===== src/rtl/core/lbc_pkg.sv =====
package lbc_pkg;

	// Field widths fixed by the interface
	localparam int unsigned PERIOD_W   = 16;
	localparam int unsigned HOLD_W     = 16;
	localparam int unsigned MAXLEN_W   = 24;
	localparam int unsigned LOOPLEN_W  = 24;
	localparam int unsigned CFG_DATA_W = 24;
	localparam int unsigned CFG_IDX_W  = 2;

	// Register indexes
	typedef enum logic [CFG_IDX_W-1:0] {
		CFG_CHECK_PERIOD = 2'd0,
		CFG_LONG_THRESH  = 2'd1,
		CFG_MAX_LOOP_LEN = 2'd2
	} cfg_idx_t;

	// Register reset values
	localparam logic [PERIOD_W-1:0] CHECK_PERIOD_RST = 16'd480;
	localparam logic [HOLD_W-1:0]   LONG_THRESH_RST  = 16'd100;
	localparam logic [MAXLEN_W-1:0] MAX_LOOP_LEN_RST = 24'd480000;

	// Event codes reported with each result
	typedef enum logic [2:0] {
		EV_NONE       = 3'd0,
		EV_LOOP_START = 3'd1,
		EV_LOOP_SET   = 3'd2,
		EV_REC_ON     = 3'd3,
		EV_REC_OFF    = 3'd4,
		EV_CLEARED    = 3'd5
	} event_t;

endpackage


===== src/rtl/core/looper_button_controller_unit.sv =====
// One-button looper controller. One transaction enters per audio sample tick
// carrying the debounced button level, and exactly one result transaction
// leaves for each, in order. On its way from input to result an item is
// captured in an input register, the whole per-tick update (prescaler,
// edge detect, hold and length counters, release decision, clamp against
// max_loop_length) is one short pass of logic, and the result lands in an
// output register. A new item is taken every cycle; throughput is one item
// per clock as long as the result side does not stall. A pending result and
// a captured input can both be held during a stall, so the input side only
// stalls once both are occupied. The button is looked at once every
// check_period ticks (0 behaves as 1); a release after a hold of at least
// long_press_threshold samples clears the loop, a shorter press starts the
// length measurement, ends it (loading the length, clamped, with a flag) or
// toggles recording. All counters saturate. Configuration is written through
// the cfg port (always ready), and should only be written while the block
// is idle.
module looper_button_controller_unit
	import lbc_pkg::*;
#(
	parameter int unsigned LENGTH_BITS = 24
) (
	input  logic                  clk,
	input  logic                  arst_n,

	// config write channel
	input  logic                  cfg_valid,
	output logic                  cfg_ready,
	input  logic [CFG_IDX_W-1:0]  cfg_index,
	input  logic [CFG_DATA_W-1:0] cfg_data,

	// input channel
	input  logic                  in_valid,
	output logic                  in_stall,
	input  logic                  button_level,

	// result channel
	output logic                  out_valid,
	input  logic                  out_stall,
	output logic                  delay_advance,
	output logic                  record_on,
	output logic                  length_load,
	output logic [LOOPLEN_W-1:0]  loop_length,
	output logic                  clear_loop,
	output logic [2:0]            event_code,
	output logic                  length_clamped
);

	// compare width wide enough for both the counter and the max register
	localparam int unsigned CMP_W = (LENGTH_BITS > MAXLEN_W) ? LENGTH_BITS : MAXLEN_W;

	// ---------------- configuration registers ----------------
	logic [PERIOD_W-1:0] check_period_q;
	logic [HOLD_W-1:0]   long_thresh_q;
	logic [MAXLEN_W-1:0] max_len_q;

	assign cfg_ready = 1'b1;

	always_ff @(posedge clk or negedge arst_n) begin
		if (!arst_n) begin
			check_period_q <= CHECK_PERIOD_RST;
			long_thresh_q  <= LONG_THRESH_RST;
			max_len_q      <= MAX_LOOP_LEN_RST;
		end else if (cfg_valid && cfg_ready) begin
			unique case (cfg_idx_t'(cfg_index))
				CFG_CHECK_PERIOD: check_period_q <= cfg_data[PERIOD_W-1:0];
				CFG_LONG_THRESH:  long_thresh_q  <= cfg_data[HOLD_W-1:0];
				CFG_MAX_LOOP_LEN: max_len_q      <= cfg_data[MAXLEN_W-1:0];
				default: ;  // unmapped index: write is dropped
			endcase
		end
	end

	// ---------------- handshake ----------------
	logic valid_s1;
	logic button_s1;
	logic out_valid_q;
	logic advance;   // s1 item moves into the result register this cycle

	assign advance   = valid_s1 && (!out_valid_q || !out_stall);
	assign in_stall  = valid_s1 && !advance;
	assign out_valid = out_valid_q;

	always_ff @(posedge clk or negedge arst_n) begin
		if (!arst_n) begin
			valid_s1 <= 1'b0;
		end else if (!in_stall) begin
			valid_s1 <= in_valid;
		end
	end

	// payload register, no reset needed
	always_ff @(posedge clk) begin
		if (in_valid && !in_stall) begin
			button_s1 <= button_level;
		end
	end

	// ---------------- controller state ----------------
	logic [PERIOD_W-1:0]    prescale_q;
	logic                   last_button_q;
	logic [HOLD_W-1:0]      hold_cnt_q;
	logic                   hold_active_q;
	logic [LENGTH_BITS-1:0] len_cnt_q;
	logic                   measuring_q;
	logic                   running_q;
	logic                   loop_defined_q;
	logic                   recording_q;

	// next-state and result values
	logic [PERIOD_W-1:0]    prescale_d;
	logic                   last_button_d;
	logic [HOLD_W-1:0]      hold_cnt_d;
	logic                   hold_active_d;
	logic [LENGTH_BITS-1:0] len_cnt_d;
	logic                   measuring_d;
	logic                   running_d;
	logic                   loop_defined_d;
	logic                   recording_d;
	logic                   load_d;
	logic                   clear_d;
	logic                   clamped_d;
	event_t                 event_d;

	logic [PERIOD_W-1:0]    period_eff;
	logic                   sample_tick;
	logic [CMP_W-1:0]       len_wide;
	logic [CMP_W-1:0]       max_wide;

	assign period_eff  = (check_period_q == '0) ? PERIOD_W'(1) : check_period_q;
	assign sample_tick = (prescale_q >= period_eff);
	assign max_wide    = CMP_W'(max_len_q);

	always_comb begin
		prescale_d     = prescale_q;
		last_button_d  = last_button_q;
		hold_cnt_d     = hold_cnt_q;
		hold_active_d  = hold_active_q;
		len_cnt_d      = len_cnt_q;
		measuring_d    = measuring_q;
		running_d      = running_q;
		loop_defined_d = loop_defined_q;
		recording_d    = recording_q;
		load_d         = 1'b0;
		clear_d        = 1'b0;
		clamped_d      = 1'b0;
		event_d        = EV_NONE;

		// length counter runs while measuring, saturating
		if (measuring_q && (len_cnt_q != '1)) begin
			len_cnt_d = len_cnt_q + LENGTH_BITS'(1);
		end
		len_wide = CMP_W'(len_cnt_d);

		if (sample_tick) begin
			if (button_s1 != last_button_q) begin
				if (button_s1) begin
					// press: start hold count
					hold_cnt_d    = '0;
					hold_active_d = 1'b1;
				end else begin
					// release: decide on held time
					hold_active_d = 1'b0;
					priority if (hold_cnt_q >= long_thresh_q) begin
						len_cnt_d      = '0;
						loop_defined_d = 1'b0;
						recording_d    = 1'b0;
						measuring_d    = 1'b0;
						running_d      = 1'b0;
						clear_d        = 1'b1;
						event_d        = EV_CLEARED;
					end else if (loop_defined_q) begin
						recording_d = !recording_q;
						event_d     = recording_q ? EV_REC_OFF : EV_REC_ON;
					end else if (measuring_q) begin
						measuring_d = 1'b0;
						if (len_wide > max_wide) begin
							len_cnt_d = LENGTH_BITS'(max_wide);
							clamped_d = 1'b1;
						end
						recording_d    = 1'b0;
						loop_defined_d = 1'b1;
						load_d         = 1'b1;
						event_d        = EV_LOOP_SET;
					end else begin
						recording_d = 1'b1;
						measuring_d = 1'b1;
						running_d   = 1'b1;
						event_d     = EV_LOOP_START;
					end
				end
			end
			last_button_d = button_s1;
			// press sample itself counts as one
			if (hold_active_d && (hold_cnt_d != '1)) begin
				hold_cnt_d = hold_cnt_d + HOLD_W'(1);
			end
			prescale_d = PERIOD_W'(1);  // restart, then count this tick
		end else if (prescale_q != '1) begin
			prescale_d = prescale_q + PERIOD_W'(1);
		end
	end

	always_ff @(posedge clk or negedge arst_n) begin
		if (!arst_n) begin
			prescale_q     <= '0;
			last_button_q  <= 1'b0;
			hold_cnt_q     <= '0;
			hold_active_q  <= 1'b0;
			len_cnt_q      <= '0;
			measuring_q    <= 1'b0;
			running_q      <= 1'b0;
			loop_defined_q <= 1'b0;
			recording_q    <= 1'b0;
		end else if (advance) begin
			prescale_q     <= prescale_d;
			last_button_q  <= last_button_d;
			hold_cnt_q     <= hold_cnt_d;
			hold_active_q  <= hold_active_d;
			len_cnt_q      <= len_cnt_d;
			measuring_q    <= measuring_d;
			running_q      <= running_d;
			loop_defined_q <= loop_defined_d;
			recording_q    <= recording_d;
		end
	end

	// ---------------- result register ----------------
	logic [CMP_W-1:0] len_out_wide;
	assign len_out_wide = CMP_W'(len_cnt_d);

	always_ff @(posedge clk or negedge arst_n) begin
		if (!arst_n) begin
			out_valid_q <= 1'b0;
		end else if (advance) begin
			out_valid_q <= 1'b1;
		end else if (!out_stall) begin
			out_valid_q <= 1'b0;
		end
	end

	always_ff @(posedge clk) begin
		if (advance) begin
			delay_advance  <= running_q;   // state before this tick's event
			record_on      <= recording_d;
			length_load    <= load_d;
			loop_length    <= len_out_wide[LOOPLEN_W-1:0];
			clear_loop     <= clear_d;
			event_code     <= event_d;
			length_clamped <= clamped_d;
		end
	end

	// ---------------- assertions ----------------
	// clamp flag only ever rides on a length load
	assert property (@(posedge clk) disable iff (!arst_n)
		out_valid && length_clamped |-> length_load && (event_code == EV_LOOP_SET))
		else $error("length_clamped without loop set");

	// a clear leaves recording off
	assert property (@(posedge clk) disable iff (!arst_n)
		out_valid && clear_loop |-> !record_on && (event_code == EV_CLEARED))
		else $error("clear_loop with recording on");

	// measuring always implies the delay line is running and no loop is defined
	assert property (@(posedge clk) disable iff (!arst_n)
		measuring_q |-> running_q && !loop_defined_q)
		else $error("measuring without running delay or with loop defined");

	// an item in s1 that cannot advance keeps the input stalled
	assert property (@(posedge clk) disable iff (!arst_n)
		out_valid_q && out_stall && valid_s1 |=> valid_s1 && out_valid_q)
		else $error("item lost during result stall");

endmodule


===== config.mk =====
export PLATFORM = sky130hd
export DESIGN_NAME = looper_button_controller_unit
export DESIGN_NICKNAME = d
export VERILOG_FILES = /design/src/rtl/core/lbc_pkg.sv /design/src/rtl/core/looper_button_controller_unit.sv
export SDC_FILE = /design/constraint.sdc
export NUM_CORES = 1
export LEC_CHECK = 0
export ABC_AREA = 1
export ABC_CLOCK_PERIOD_IN_PS = 7800
export BUFFER_PORTS_ARGS = -buffer_cell sky130_fd_sc_hd__clkbuf_2
export CAP_MARGIN = 25
export CORE_MARGIN = 1
export CORE_UTILIZATION = 30
export CTS_BUF_LIST = sky130_fd_sc_hd__clkbuf_8
export DETAILED_ROUTE_END_ITERATION = 10
export SYNTH_ARGS = -nofsm -noshare
export SYNTH_HDL_FRONTEND = slang
export SYNTH_SLANG_ARGS = --single-unit

===== constraint.sdc =====
create_clock -name clk -period 7.8 [get_ports clk]
set_input_delay 1.56 -clock clk [delete_from_list [all_inputs] [get_ports clk]]
set_output_delay 1.56 -clock clk [all_outputs]
set_load 0.05 [all_outputs]

# Yosys cells after proc, flatten, opt, wreduce, memory -nomap -nowiden
# Index checks and enable logic that the tools add are counted.
[word_totals] mem_bits_ro=0 memories=0 reg_bits=153 out_inout_bits=35 latchBits=0 ramBits=0 input_bits=32
[classes] bitwise=4 n_mux=40 order_cmp=3 n_div=0 n_reduce_logical=26 multipliers=0 shift=0 eq_ne=9 n_addsub=3
[ops] op="24-bit two-way mux" n=8
[ops] op="16-bit two-way mux" n=7
[ops] op="16-bit by 1-bit adder with 16-bit output (second input constant)" n=2
[ops] op="16-bit greater-or-equal comparator" n=2
[ops] op="16-bit inequality test (second input constant)" n=2
[ops] op="24-bit by 1-bit adder with 24-bit output (second input constant)" n=1
[ops] op="24-bit > comparator" n=1
[ops] op="24-bit inequality test (second input constant)" n=1
[ops] op="1-bit two-way mux" n=21
[ops] op="16-bit logical NOT" n=1
[ops] op="2-bit AND reduction" n=5
[ops] op="3-bit two-way mux" n=3
[ops] op="2-bit by 1-bit inequality test with 1-bit output (second input constant)" n=3
[ops] op="6-bit AND reduction" n=1
[ops] op="6-bit OR reduction" n=1
[ops] op="1-bit logical AND" n=5
[ops] op="1-bit logical NOT" n=5
[ops] op="5-bit AND reduction" n=1
[ops] op="5-bit OR reduction" n=1
[ops] op="1-bit inverter" n=4
[ops] op="4-bit AND reduction" n=1
[ops] op="4-bit OR reduction" n=1
[ops] op="3-bit OR reduction" n=1
[ops] op="2-bit by 1-bit equality test with 1-bit output (second input constant)" n=1
[ops] op="other kinds (6)" n=6

# Depth between registers and ports, before layout
[depth] depth_word=11 mapped_depth=28 depth_no_buf=26

# Worst setup path after synthesis
# OpenSTA, ideal clock, no wires.
[synth_path] kind="input -> output" startpoint="in out_stall" endpoint="out in_stall" t_arrival_ps=2331 setup_slack_ps=3909 cell_stages=2 n_path_buf=0 cell_sequence="nand2_1 nor2_1"
[synth_via] elab_chain_cells=5
[synth_lines] element="start, declared" line="looper_button_controller_unit.sv:38" text="input logic out_stall,"
[synth_lines] element="1-bit logical NOT"
[synth_lines] element="1-bit logical OR" line="looper_button_controller_unit.sv:79" text="assign advance = valid_s1 && (!out_valid_q || !out_stall);"
[synth_lines] element="1-bit logical AND" line="looper_button_controller_unit.sv:79"
[synth_lines] element="1-bit logical NOT" line="looper_button_controller_unit.sv:80" text="assign in_stall = valid_s1 && !advance;"
[synth_lines] element="1-bit logical AND" line="looper_button_controller_unit.sv:80"
[synth_lines] element="end, declared" line="looper_button_controller_unit.sv:33" text="output logic in_stall,"
# No other way between the ends.

# Worst setup path after layout
[layout_path] startpoint="reg len_cnt_q[0]" endpoint="reg loop_length[8] (data pin)"
[layout_via] elab_chain_cells=11
[layout_lines] element="start, declared" line="looper_button_controller_unit.sv:103" text="logic [LENGTH_BITS-1:0] len_cnt_q;"
[layout_lines] element="start signal, assigned" line="looper_button_controller_unit.sv:219" text="len_cnt_q <= len_cnt_d;"
[layout_lines] element="parallel branches: the longest is 2 deep, another holds 24-bit by 1-bit adder with 24-bit output"
[layout_lines] element="24-bit two-way mux (*)" line="looper_button_controller_unit.sv:149" text="if (measuring_q && (len_cnt_q != '1)) begin"
[layout_lines] element="24-bit > comparator" line="looper_button_controller_unit.sv:176" text="if (len_wide > max_wide) begin"
[layout_lines] element="24-bit two-way mux" line="looper_button_controller_unit.sv:176"
[layout_lines] element="24-bit two-way mux" line="looper_button_controller_unit.sv:174" text="end else if (measuring_q) begin"
[layout_lines] element="24-bit two-way mux" line="looper_button_controller_unit.sv:171" text="end else if (loop_defined_q) begin"
[layout_lines] element="24-bit two-way mux" line="looper_button_controller_unit.sv:163" text="priority if (hold_cnt_q >= long_thresh_q) begin"
[layout_lines] element="24-bit two-way mux" line="looper_button_controller_unit.sv:156" text="if (button_s1) begin"
[layout_lines] element="24-bit two-way mux" line="looper_button_controller_unit.sv:155" text="if (button_s1 != last_button_q) begin"
[layout_lines] element="24-bit two-way mux (*)" line="looper_button_controller_unit.sv:154" text="if (sample_tick) begin"
[layout_lines] element="via len_cnt_d[8]" line="looper_button_controller_unit.sv:114" text="logic [LENGTH_BITS-1:0] len_cnt_d;"
[layout_lines] element="end signal, assigned" line="looper_button_controller_unit.sv:246" text="loop_length <= len_out_wide[LOOPLEN_W-1:0];"
[layout_lines] element="end, declared" line="looper_button_controller_unit.sv:42" text="output logic [LOOPLEN_W-1:0] loop_length,"
# Mark *: on every way through the listed nets, which the timed path passes.
# A chain may end at the register's enable or synchronous reset.

==> run metrics <==
status=finished, final reports clean; core footprint=31900 sq um; area of the multi-input gates=approximately 4800 sq um; drt first pass iters=5; final hold vios=0; diode count=0; DR iter-0 viols=roughly 700; DIE AREA=around 33000 sq um; initial core utilization=0.308; DRC Markers=0; final setup vio count=0; RSZ-0062 raised after global routing=no; Total Wirelength=around 25000 um; Slew HR=0.329; placer congestion estimate=about 0.9; Final min period=4430 ps; synthesized area per cell=roughly 7.3 sq um; Num CTS Buffers=17; design area=around 11000 sq um; max cap viols=0; num rows=65; clock skew=between 20 and 25 ps; arrival time at the worst endpoint=4660 ps; largest net degree at the start of global routing=71; Worst R2R Path Depth=23; most frequent cells in the layout=nand2_1 (442), inv_1 (210), nor2_1 (108); H-tree depth=4; Via density=~4.6; register area=between 4000 and 5000 sq um; Worst R2R Start=len_cnt_q[0]$_DFFE_PN0P_; DR vias=~8400; fin util=0.341; chip width=around 180 um; root buffer selected by CTS=clkbuf_8; CTS Hold Buffers Added=0; RR Endpoint=loop_length[8]$_DFFE_PP_; all-layer global routing usage=0.160; critical path type=reg -> reg; setup_tns=0 ps; worst reg2reg setup slack=between 3000 and 4000 ps; Mapped Area=approximately 9800 sq um; Max Slew Vio Count=0; Area after DPL=between 10000 and 15000 sq um; initial antenna violation count=0; Clk pin slew, worst setup/hold paths=approximately 100 ps; Min-Delay Path Depth=0; TritonCTS clock tree=yes; power per cell area=between 300 and 400 nW/um^2; commonest non-fill, non-tap cell in the layout=nand2_1; Crit path required time=8030 ps; Post-Syn Instances=1345; hold_sp=running_q$_DFFE_PN0P_; CTS max path bufs=2; CTS Sinks=~150; port buffer count=65; WL/cell=13.8 um; worst hold endpoint=delay_advance$_DFFE_PP_; Setup Buffers After CTS=0; ys async rst share=0.784; Synth cell types=47; Final period util=0.569; layout cells sized above 1=0.115; synthesized flop and latch total=between 150 and 200; Max rail drop VDD=approximately 130 uV; # IOs=67; startpoint type of the worst setup path=register; GRT overflow=0; # resized after CTS=0; Clk Latency, worst-skew pair=470 ps; Hold Path Class=reg -> reg; Die H=between 150 and 200 um; DPL Wire Length=18600 um; global-route wire length before repair=between 40000 and 50000 um; leakage power=approximately 5.6 nW; growth of design area from synthesis to finish=10.9%; top_reg_cell synth=dfrtp_1; fillers=3468; Detail Route Antenna Nets=0; CP endpoint kind=register; vias in the first global route=slightly above 8000; Max Freq=roughly 230 MHz; yosys warns=0; Syn Nets=about 1400; Post-synth EDFFs=33; Nets=1483; Worst Max-Slew Pin Slew=1000 ps; CP Max Fanout=36; register area share after synthesis=0.409
## power breakdown
| part | leakage [nW] | switching [mW] | internal (mW) |
|---|---|---|---|
| combinational | 3.65 | 1.21 | 0.552 |
| clock | 0.176 | 0.340 | 0.226 |
| sequential | 1.81 | 0.204 | 1.07 |
| total | 5.63 | 1.75 | 1.84 |
## worst max path at each step
stage                                   startpoint                        to  slack, ps  cells after the start
after global placement    len_cnt_q[0]$_DFFE_PN0P_  loop_length[1]$_DFFE_PP_       3510                     23
final                     len_cnt_q[0]$_DFFE_PN0P_  loop_length[8]$_DFFE_PP_       3370                     23
after global routing      len_cnt_q[0]$_DFFE_PN0P_  loop_length[1]$_DFFE_PP_       2920                     23
after detailed placement  len_cnt_q[0]$_DFFE_PN0P_  loop_length[5]$_DFFE_PP_       3420                     23
after CTS                 len_cnt_q[0]$_DFFE_PN0P_  loop_length[1]$_DFFE_PP_       3410                     23
after floorplan                          out_stall                  in_stall       3910                      2
## per-layer routing
| metal | up-vias | track usage | wire [um] |
|---|---|---|---|
| li1 | 4307 | - | - |
| met4 | 0 | 0.0380 | 217 |
| met1 | 3920 | 0.214 | 11900 |
| met3 | 19 | 0.0294 | 1050 |
| met5 | - | 0 | 0 |
| met2 | 197 | 0.267 | 12200 |
## state kept, by name (all words and copies together), names as in the netlist, 3 cells and up
register        count
max_len_q          24
len_cnt_q          24
prescale_q         16
long_thresh_q      16
check_period_q     16
loop_length        24
hold_cnt_q         16
event_code          3
## critical path, stage by stage, from the launching register on
cell and delay, ps:
dfrtp_1 480, ha_1 270, nand2_2 110, nor2_4 140, nand2_2 100, nor2_4 130
nand3_2 110, nand2_4 170, inv_4 200, or2_0 250, nand2_1 100, inv_1 60
ha_1 270, nand2_1 60, nor2_1 200, inv_1 60, nor3_1 150, nand3_1 100
nand2_1 100, nor2_1 50, nand2_1 670, nand2_1 220, nand2_1 150, inv_1 40
## area by class of cell
class	count	share of cell area
Timing Repair Buffer	69	0.0343
Clock inverter	15	0.0107
Sequential cell	153	0.369
Multi-Input combinational cell	936	0.440
Clock buffer	17	0.0215
Tap cell	435	0.0500
Inverter	215	0.0744
## synth_stat cells (all sizes together), types with 2 or more instances
library cell / instances / share of area
a21o: 2 / 0.0015
a21oi: 36 / 0.019
a31oi: 4 / 0.0026
and2: 2 / 0.0013
buf: 20 / 0.014
clkbuf: 21 / 0.0080
clkinv: 2 / 0.00077
dfrtp: 106 / 0.27
dfstp: 14 / 0.038
edfxtp: 33 / 0.10
ha: 59 / 0.075
inv: 213 / 0.082
nand2: 456 / 0.18
nand3: 105 / 0.055
nand4: 10 / 0.0064
nor2: 117 / 0.049
nor3: 12 / 0.0077
nor3b: 5 / 0.0038
nor4: 5 / 0.0032
o2111ai: 2 / 0.0018
o21a: 2 / 0.0015
o21ai: 75 / 0.043
or2: 3 / 0.0019
xnor2: 14 / 0.013
xor2: 20 / 0.019
## stage by stage
step	worst slack (ps)	hold slack, ps	cells	total power, mW
after floorplan	3910	425	1345	2.62
after global placement	3510	449	1806	3.00
after detailed placement	3420	457	1806	3.03
after CTS	3410	483	1838	3.62
after global routing	2920	489	1840	3.93
final	3370	474	1840	3.60
## logic make-up after synthesis
family / share of synthesized area
AND/OR/NAND/NOR: 0.308
buffers and inverters: 0.104
flip-flops: 0.409
AO/OA/AOI/OAI: 0.0723
adder cells (fa/ha/maj): 0.0753
XOR/XNOR: 0.0311
other: 0.000382
Note: power is estimated with default switching activity, not from simulation.
